===== src/hdl/sbfd_pkg.sv =====
// Shared types and constants for the servo bus frame deframer.
package sbfd_pkg;

	localparam int STORE_DEPTH_DEF = 16;
	localparam int POS_W           = 4;

	localparam logic [7:0] HEADER_RESET  = 8'h55;
	localparam logic [3:0] MAX_LEN_RESET = 4'd8;
	localparam logic [3:0] MIN_LEN       = 4'd2;
	localparam logic [3:0] CAP_LEN       = 4'd14;
	localparam logic [3:0] LEN_POS       = 4'd2;

	localparam logic KIND_BYTE    = 1'b0;
	localparam logic KIND_RELEASE = 1'b1;

	localparam logic REG_HEADER  = 1'b0;
	localparam logic REG_MAX_LEN = 1'b1;

	typedef struct packed {
		logic             we;
		logic [POS_W-1:0] waddr;
		logic [7:0]       wdata;
		logic             start;
		logic [POS_W-1:0] last_idx;
	} hunt_evt_t;

endpackage


===== src/hdl/sbfd_hunt.sv =====
// Header hunt, length check and mailbox tracking; issues store writes and drain starts.
module sbfd_hunt #(
	parameter int STORE_DEPTH = sbfd_pkg::STORE_DEPTH_DEF
) (
	input  logic                clk,
	input  logic                arst_n,
	input  logic                accept,
	input  logic                kind,
	input  logic [7:0]          rx_byte,
	input  logic [7:0]          header_byte,
	input  logic [3:0]          max_length,
	output sbfd_pkg::hunt_evt_t evt,
	output logic [7:0]          hdr
);
	import sbfd_pkg::*;

	logic             in_frame_q;
	logic             header_seen_q;
	logic [POS_W-1:0] wpos_q;
	logic [POS_W-1:0] flen_q;
	logic             mbox_full_q;
	logic [7:0]       hdr_q;

	logic             byte_acc;
	logic             at_len;
	logic [3:0]       maxl;
	logic             bad_len;
	logic [POS_W-1:0] flen_eff;
	logic [POS_W:0]   nxt_pos;
	logic [POS_W:0]   total;
	logic             done;

	assign byte_acc = accept && (kind == KIND_BYTE);
	assign at_len   = (wpos_q == LEN_POS);
	assign maxl     = (max_length > CAP_LEN) ? CAP_LEN : max_length;
	assign bad_len  = (rx_byte < {4'd0, MIN_LEN}) || (rx_byte > {4'd0, maxl});
	assign flen_eff = at_len ? rx_byte[POS_W-1:0] : flen_q;
	assign nxt_pos  = {1'b0, wpos_q} + 5'd1;
	assign total    = {1'b0, flen_eff} + 5'd2;
	assign done     = byte_acc && in_frame_q && !(at_len && bad_len) && (nxt_pos == total);

	always_comb begin
		evt          = '0;
		evt.we       = byte_acc && in_frame_q && (int'(wpos_q) < STORE_DEPTH);
		evt.waddr    = wpos_q;
		evt.wdata    = rx_byte;
		evt.start    = done && !mbox_full_q;
		evt.last_idx = flen_eff + 4'd1;
	end

	assign hdr = hdr_q;

	always_ff @(posedge clk or negedge arst_n) begin
		if (!arst_n) begin
			in_frame_q    <= 1'b0;
			header_seen_q <= 1'b0;
			wpos_q        <= '0;
			flen_q        <= MIN_LEN;
			mbox_full_q   <= 1'b0;
		end else if (accept) begin
			if (kind == KIND_RELEASE) begin
				mbox_full_q <= 1'b0;
			end else if (!in_frame_q) begin
				if (rx_byte == header_byte) begin
					if (header_seen_q) begin
						header_seen_q <= 1'b0;
						in_frame_q    <= 1'b1;
						wpos_q        <= LEN_POS;
					end else begin
						header_seen_q <= 1'b1;
					end
				end else begin
					header_seen_q <= 1'b0;
					wpos_q        <= '0;
				end
			end else if (at_len && bad_len) begin
				flen_q     <= MIN_LEN;
				in_frame_q <= 1'b0;
				wpos_q     <= 4'd3;
			end else begin
				flen_q <= flen_eff;
				wpos_q <= nxt_pos[POS_W-1:0];
				if (done) begin
					in_frame_q  <= 1'b0;
					mbox_full_q <= 1'b1;
				end
			end
		end
	end

	// Both header slots carry the same byte; kept here instead of in the store.
	always_ff @(posedge clk) begin
		if (byte_acc && !in_frame_q && header_seen_q && (rx_byte == header_byte)) begin
			hdr_q <= rx_byte;
		end
	end

endmodule


===== src/hdl/servo_bus_frame_deframer_top.sv =====
// Deframer top: config registers, frame store memory and the drain sequencer.
// A frame-completing byte starts a drain unless the mailbox is still full.
// The completing byte moves the sequencer to ST_DRAIN; each byte is then read into the output registers,
// one byte per cycle unless the output stalls. The input is held off for as long as a frame drains.
// Reset restores the config defaults and clears the hunt and drain control state; the store is not cleared.
module servo_bus_frame_deframer_top #(
	parameter int STORE_DEPTH = sbfd_pkg::STORE_DEPTH_DEF
) (
	input  logic       clk,
	input  logic       arst_n,
	input  logic       cfg_we,
	input  logic       cfg_index,
	input  logic [7:0] cfg_data,
	input  logic       in_valid,
	output logic       in_ready,
	input  logic       kind,
	input  logic [7:0] rx_byte,
	output logic       out_valid,
	input  logic       out_ready,
	output logic [3:0] byte_index,
	output logic [7:0] frame_byte,
	output logic       last_byte
);
	import sbfd_pkg::*;

	localparam int ADDR_W = $clog2(STORE_DEPTH);

	typedef enum logic {ST_IDLE, ST_DRAIN} state_t;

	state_t           state_q;
	logic [7:0]       header_byte_q;
	logic [3:0]       max_length_q;
	logic [POS_W-1:0] k_q;
	logic [POS_W-1:0] last_idx_q;
	logic             out_valid_q;
	logic [POS_W-1:0] out_idx_q;
	logic             out_last_q;
	logic [7:0]       rd_data_q;
	logic [7:0]       store_mem [STORE_DEPTH];

	hunt_evt_t        hunt_evt;
	logic [7:0]       hdr;
	logic             in_acc;
	logic             advance;
	logic             load;

	assign in_ready = (state_q == ST_IDLE);
	assign in_acc   = in_valid && in_ready;
	assign advance  = !out_valid_q || out_ready;
	assign load     = (state_q == ST_DRAIN) && advance;

	sbfd_hunt #(
		.STORE_DEPTH(STORE_DEPTH)
	) u_hunt (
		.clk         (clk),
		.arst_n      (arst_n),
		.accept      (in_acc),
		.kind        (kind),
		.rx_byte     (rx_byte),
		.header_byte (header_byte_q),
		.max_length  (max_length_q),
		.evt         (hunt_evt),
		.hdr         (hdr)
	);

	always_ff @(posedge clk or negedge arst_n) begin
		if (!arst_n) begin
			header_byte_q <= HEADER_RESET;
			max_length_q  <= MAX_LEN_RESET;
		end else if (cfg_we) begin
			case (cfg_index)
				REG_HEADER:  header_byte_q <= cfg_data;
				REG_MAX_LEN: max_length_q  <= cfg_data[3:0];
				default: ;
			endcase
		end
	end

	always_ff @(posedge clk or negedge arst_n) begin
		if (!arst_n) begin
			state_q     <= ST_IDLE;
			k_q         <= '0;
			last_idx_q  <= '0;
			out_valid_q <= 1'b0;
		end else begin
			case (state_q)
				ST_IDLE: begin
					if (hunt_evt.start) begin
						state_q    <= ST_DRAIN;
						k_q        <= '0;
						last_idx_q <= hunt_evt.last_idx;
					end
				end
				ST_DRAIN: begin
					if (advance) begin
						k_q <= k_q + 4'd1;
						if (k_q == last_idx_q) begin
							state_q <= ST_IDLE;
						end
					end
				end
				default: state_q <= ST_IDLE;
			endcase
			if (load) begin
				out_valid_q <= 1'b1;
			end else if (out_ready) begin
				out_valid_q <= 1'b0;
			end
		end
	end

	always_ff @(posedge clk) begin
		if (load) begin
			out_idx_q  <= k_q;
			out_last_q <= (k_q == last_idx_q);
		end
	end

	always_ff @(posedge clk) begin
		if (hunt_evt.we) begin
			store_mem[ADDR_W'(hunt_evt.waddr)] <= hunt_evt.wdata;
		end
		if (load) begin
			rd_data_q <= store_mem[ADDR_W'(k_q)];
		end
	end

	assign out_valid  = out_valid_q;
	assign byte_index = out_idx_q;
	assign last_byte  = out_last_q;

	always_comb begin
		if (out_idx_q < LEN_POS) begin
			frame_byte = hdr;
		end else if (int'(out_idx_q) < STORE_DEPTH) begin
			frame_byte = rd_data_q;
		end else begin
			frame_byte = 8'd0;
		end
	end

`ifndef SYNTHESIS
	a_drain_seq: assert property (@(posedge clk) disable iff (!arst_n)
		out_valid && out_ready && !last_byte |=>
			out_valid && (byte_index == $past(byte_index) + 4'd1))
		else $error("drain skipped or stalled mid-frame");

	a_no_input_in_drain: assert property (@(posedge clk) disable iff (!arst_n)
		(state_q == ST_DRAIN) |-> !in_ready)
		else $error("input taken while draining");

	a_start_sane: assert property (@(posedge clk) disable iff (!arst_n)
		hunt_evt.start |-> (state_q == ST_IDLE) && (hunt_evt.last_idx >= 4'd3))
		else $error("drain start with bad state or length");
`endif

endmodule


===== config.mk =====
export PLATFORM = sky130hd
export DESIGN_NAME = servo_bus_frame_deframer_top
export DESIGN_NICKNAME = d
export VERILOG_FILES = /design/src/hdl/sbfd_pkg.sv /design/src/hdl/sbfd_hunt.sv /design/src/hdl/servo_bus_frame_deframer_top.sv
export SDC_FILE = /design/constraint.sdc
export NUM_CORES = 1
export LEC_CHECK = 0
export ABC_AREA = 1
export BUFFER_PORTS_ARGS = -buffer_cell sky130_fd_sc_hd__buf_4
export CORE_ASPECT_RATIO = 1.5
export CORE_MARGIN = 5
export CORE_UTILIZATION = 60
export DETAILED_ROUTE_END_ITERATION = 10
export GPL_TIMING_DRIVEN = 0
export PLACE_DENSITY = 0.83
export SLEW_MARGIN = 25
export SYNTH_ARGS = -nofsm -noshare
export SYNTH_HDL_FRONTEND = slang
export SYNTH_HIERARCHICAL = 1
export SYNTH_SLANG_ARGS = --single-unit

===== constraint.sdc =====
create_clock -name clk -period 6.2 [get_ports clk]
set_input_delay 0.31 -clock clk [delete_from_list [all_inputs] [get_ports clk]]
set_output_delay 0.31 -clock clk [all_outputs]
set_load 0.005 [all_outputs]

# Word level (Yosys, flattened, before mapping)
# Memories as Yosys holds them, arrays and structs flattened. A register that Yosys moved wholly into a read port is not among the register bits.
# Index checks and enable logic that the tools add are counted.
[classes]
n_addsub = 4
order_cmp = 4
n_eq_ne = 8
n_mux = 30
n_bitwise = 4
reduce_logical = 29
[ops]
columns = ["operator", "count"]
rows = [
  ["4-bit two-way mux", 9],
  ["1-bit two-way mux", 18],
  ["1-bit logical AND", 11],
  ["2-bit AND reduction", 5],
  ["3-bit AND reduction", 3],
  ["4-bit by 1-bit adder with 4-bit output, second input constant", 2],
  ["8-bit == test", 1],
  ["8-bit by 4-bit greater-than comparator with 1-bit output", 1],
  ["8-bit by 2-bit less-than comparator with 1-bit output, second input constant", 1],
  ["8-bit two-way mux", 1],
  ["4-bit one-hot mux with 2 select lines", 1],
  ["2-bit nonzero test", 3],
  ["4-bit by 1-bit adder with 5-bit output, second input constant", 1],
  ["4-bit by 2-bit adder with 5-bit output, second input constant", 1],
  ["5-bit == test", 1],
  ["4-bit by 2-bit == test with 1-bit output, second input constant", 1],
  ["4-bit == test", 1],
  ["4-bit greater-than comparator, second input constant", 1],
  ["1-bit logical NOT", 4],
  ["4-bit by 2-bit less-than comparator with 1-bit output, second input constant", 1],
  ["2-bit by 1-bit inequality test with 1-bit output, second input constant", 2],
  ["1-bit inverter", 4],
  ["4-bit AND reduction", 1],
  ["3-bit by 1-bit inequality test with 1-bit output, second input constant", 1],
  ["other kinds (3)", 4],
]
[totals]
reg_bits = 46
ramBits = 128
in_bits = 23
out_inout_bits = 15
word_cells = 94
memories = 1
[memory_table]
columns = ["memory", "words", "width", "read_ports", "rd_clocked_by_memory_dff", "write_ports", "line_no", "source"]
rows = [
  ["store_mem", 16, 8, 1, 1, 1, "servo_bus_frame_deframer_top.sv:39", "logic [7:0] store_mem [STORE_DEPTH];"],
]

# Logic depth before layout (Yosys ltp)
[logic_depth]
word_depth = 12
mapped_depth = 19

# Modules after synthesis
# Netlist, hierarchy kept.
[modules_own_cells]
columns = ["module", "n_inst", "cells_per_inst", "area_per_inst_um2", "seq_area_each_um2"]
rows = [
  ["servo_bus_frame_deframer_top", 1, 654, 6984.2, 4790.8],
  ["sbfd_hunt", 1, 172, 1407.6, 516.7],
]

# Worst setup path after synthesis
# Ideal clock, no wire load.
[synth_path]
path_kind = "register -> register"
start = "register u_hunt.wpos_q[0]"
end = "register last_idx_q[0]"
setup_time_ns = 0.125
arrival_ns = 2.369
required_ns = 6.075
path_slack_ns = 3.706
stages_incl_launch_ff = 15
path_buffers = 0
period_less_slack_ns = 2.494
path_cell_list = "dfrtp_1 > inv_1 > ha_1 > nand2_4 > nand2_2 > nand2_2 > ha_1 > xnor2_1 > nor2_1 > nand2_1 > nor2_2 > nand2_2 > nor2_1 > nand2_1 > mux2_2"
[synth_lines]
columns = ["element", "line_no", "source"]
rows = [
  ["start: declaration", "sbfd_hunt.sv:19", "logic [POS_W-1:0] wpos_q;"],
  ["start signal: assignment", "sbfd_hunt.sv:82", "wpos_q <= nxt_pos[POS_W-1:0];"],
  ["end signal: assignment", "servo_bus_frame_deframer_top.sv:91", "last_idx_q <= hunt_evt.last_idx;"],
  ["end: declaration", "servo_bus_frame_deframer_top.sv:34", "logic [POS_W-1:0] last_idx_q;"],
]

==> results.tsv <==
metric	value	unit
diodes	0	
critical_path.startpoint	u_hunt/wpos_q[0]	
finalCriticalPeriod	2.99	ns
crit_path_frequent_cell	nand2_2	
final-max-slew-violation-count	0	
max_vdd_drop	324	uV
setup_viol	0	
antenna_violations_before_repair	0	
sequential_area_share_after_synthesis	0.632	
min-delay-start	kind	
syn2layout_area_growth	13.2	%
totalWireLength	20.1	mm
grt_use_total	0.255	
cts_made_buffers	17	
pnr_total_power	4.02	mW
port_buffers	37	
cp.required	6.52	ns
cts.root.buffer_cell	clkbuf_16	
vias	6012	
clock_sink_count	182	
ys_seq_elements	182	
routability_congestion_estimate	0.907	
viasPerCell	5.67	
avgSynthCellArea	10.2	sq um
synth.yosys.warnings	6	
via_count_of_the_first_global_routing_pass	6207	
initial_core_util	0.605	
timing.final.crit_share	0.482	
dp_cells	1028	
timing.critical_path.fanout_max	8	
crit_path_cell_trace	inv_1 -> ha_1 -> nand2_4 -> nand2_2 -> nand2_2 -> ha_1 -> xnor2_1 -> nor2_1 -> nand2_1 -> nor2_2 -> nand2_2 -> nor2_1 -> nand2_1 -> mux2_2	
remaining_max_slew_budget_at_the_tightest_pin	0.444	
num_ports	38	
place_hpwl	13.6	mm
outcome	finished, final reports clean	
fmaxAchievable	335	MHz
stdcell_area	0.00950	sq mm
final_net_count	915	
grt_start_max_net_pins	34	
crit-reg2reg-launch	u_hunt/wpos_q[0]	
timing.setup.tns	0	ns
synth_top_cells_by_area	edfxtp_1 53%, nand2_1 10%, dfrtp_1 8.1%, nand3_1 6.9%, inv_1 6.2%	
drt_first_pass_iters	5	
cts_tree	yes	
syn_area	0.00839	sq mm
die_h	155	um
yosys.cell_types.count	35	
design.core.area	0.0139	sq mm
pwr_density_cell	423	mW/mm^2
detail_route.iter0.violations	576	
worst_pin_slew	0.832	ns
fill_cell_count	953	
grt_pass1_wl	31.7	mm
clock_path_buffers	2	
flop2flop_setup_slack	3.21	ns
hold_viol_final	0	
cts.reportedPaths.clkPinSlew	0.07	ns
critPathSlowestCell	dfrtp_1	
worstSetupPathType	reg -> reg	
die_x	107	um
fin_skew	0.0103	ns
overflow	0	
post_drt_wl_per_cell	18.9	um
worstPathArrival	3.31	ns
timing.max_cap.violations	0	
syn_inst	826	
slowest_delay	0.48	ns
yosysTopAreaCell	edfxtp_1	
end_kind	flip-flop	
drc	0	
placement.cell_area	0.00888	sq mm
floorplan.rows	53	
post_cts_sizing_count	0	
rsz0062_at_grt	no	
power.static_leakage	4.24	nW
timing.critical_path.from_type	flip-flop	
ctsHtreeMaxLevel	4	
synth.net_count	858	
hold_path_class	in -> reg	
final-instance-count-excl-fill	1061	
yosys.area.top_type_share	0.533	
final_layout_size_suffix_gt1_frac	0.156	
route.antenna.remaining_nets	0	
clk-insertion-delay-late	0.43	ns
die_area	0.0165	sq mm
[cells by family after synthesis]
family                     Yosys count  share of synthesized area
and+or+nand+nor                    399                      0.208
buffers and inverters              175                     0.0869
AOI/OAI and AO/OA                   27                     0.0194
xor gates and xnor gates            18                     0.0188
muxes                               16                     0.0215
DFF                                182                      0.632
adders and majority gates            9                     0.0134
[cell type report]
cell class,count,area [sq um],area share
flip-flops and latches,182,5310,0.559
multi-input cells,469,2350,0.248
inverters,141,529,0.0557
clock buffers,20,500,0.0527
repair buffers,38,288,0.0303
well taps,165,206,0.0217
plain buffers,34,200,0.0211
clock inverters,12,109,0.0115
[worst max-delay path, delay by kind of cell, from the launching register on]
family	cells	cell delay [ns]
mux	1	0.34
xor+xnor	1	0.13
flops	1	0.48
simple gates	9	1.13
buf+inv	1	0.16
fa+ha+maj	2	0.66
[synthesized netlist by cell type, drive strengths merged]
cell type,count
or2,1
and2,1
ha,9
clkinv,1
o31ai,1
xor2,7
nand3b,2
nand2,236
nor3,1
dfstp,6
xnor2,11
edfxtp,149
a22o,3
inv,140
a21oi,6
buf,29
nand3,116
mux2,16
a22oi,1
clkbuf,5
nor2,38
dfrtp,27
nand4,4
o21ai,14
o22ai,2
[placed cells by master, fill, tap and decap left out, types with 4 or more instances in the layout]
cell type	count
clkbuf_16	20
a21oi_1	5
buf_2	13
dfstp_2	6
ha_1	9
inv_6	4
buf_4	50
nand2_4	5
clkbuf_1	5
inv_1	138
mux2_2	16
nand2_2	7
xor2_1	7
edfxtp_1	149
nor2_1	34
clkinv_2	4
nand2_1	224
nand3_1	115
nand4_1	4
o21ai_0	14
xnor2_1	11
dfrtp_1	27
[final timing paths]
kind	endpoint	cells after the start
max reg2reg	last_idx_q[3]	14
min in group asynchronous	header_byte_q[7]	2
min reg2reg	max_length_q[2]	2
min	u_hunt/mbox_full_q	2
max	last_idx_q[3]	14
max in group asynchronous	u_hunt/flen_q[1]	2
[sequential cells by signal (all words and copies together), names as in the netlist]
| register | flops |
|---|---|
| header_byte_q | 8 |
| last_byte | 1 |
| u_hunt/mbox_full_q | 1 |
| store_mem | 128 |
| u_hunt/wpos_q | 4 |
| u_hunt/flen_q | 4 |
| max_length_q | 4 |
| last_idx_q | 4 |
| rd_data_q | 8 |
| u_hunt/in_frame_q | 1 |
| u_hunt/hdr | 8 |
| byte_index | 4 |
| u_hunt/header_seen_q | 1 |
| k_q | 4 |
| state_q | 1 |
| out_valid | 1 |
[repair_timing]
item                                    4_1_cts  5_1_grt
endpoints found under the setup margin        0        0
hold endpoints to repair                     27        0
hold buffers                                  1        0
buffers inserted                              0        0
[power breakdown]
| part | total [mW] | switching (mW) | internal (mW) |
|---|---|---|---|
| registers | 1.54 | 0.0830 | 1.46 |
| logic | 1.38 | 0.909 | 0.472 |
| clock network | 1.09 | 0.465 | 0.629 |
[routing by layer]
layer  track usage  vias up  part of all wire
met1         0.281     2817              0.35
met3        0.0438       82             0.065
met5             0        -                 0
met2         0.460      328              0.54
li1              -     2785                 -
met4         0.144        0             0.049
[stage by stage]
step / setup WS [ns] / hold slack (ns) / utilization
2_1_floorplan: 3.71 / 0.0144 / -
3_3_place_gp: 3.23 / 0.277 / 0.640
3_5_place_dp: 3.19 / 0.276 / 0.640
4_1_cts: 3.18 / 0.0734 / 0.685
5_1_grt: 3.01 / 0.0750 / 0.685
6_report: 3.21 / 0.0801 / 0.685
Note: power is estimated with default switching activity, not from simulation.
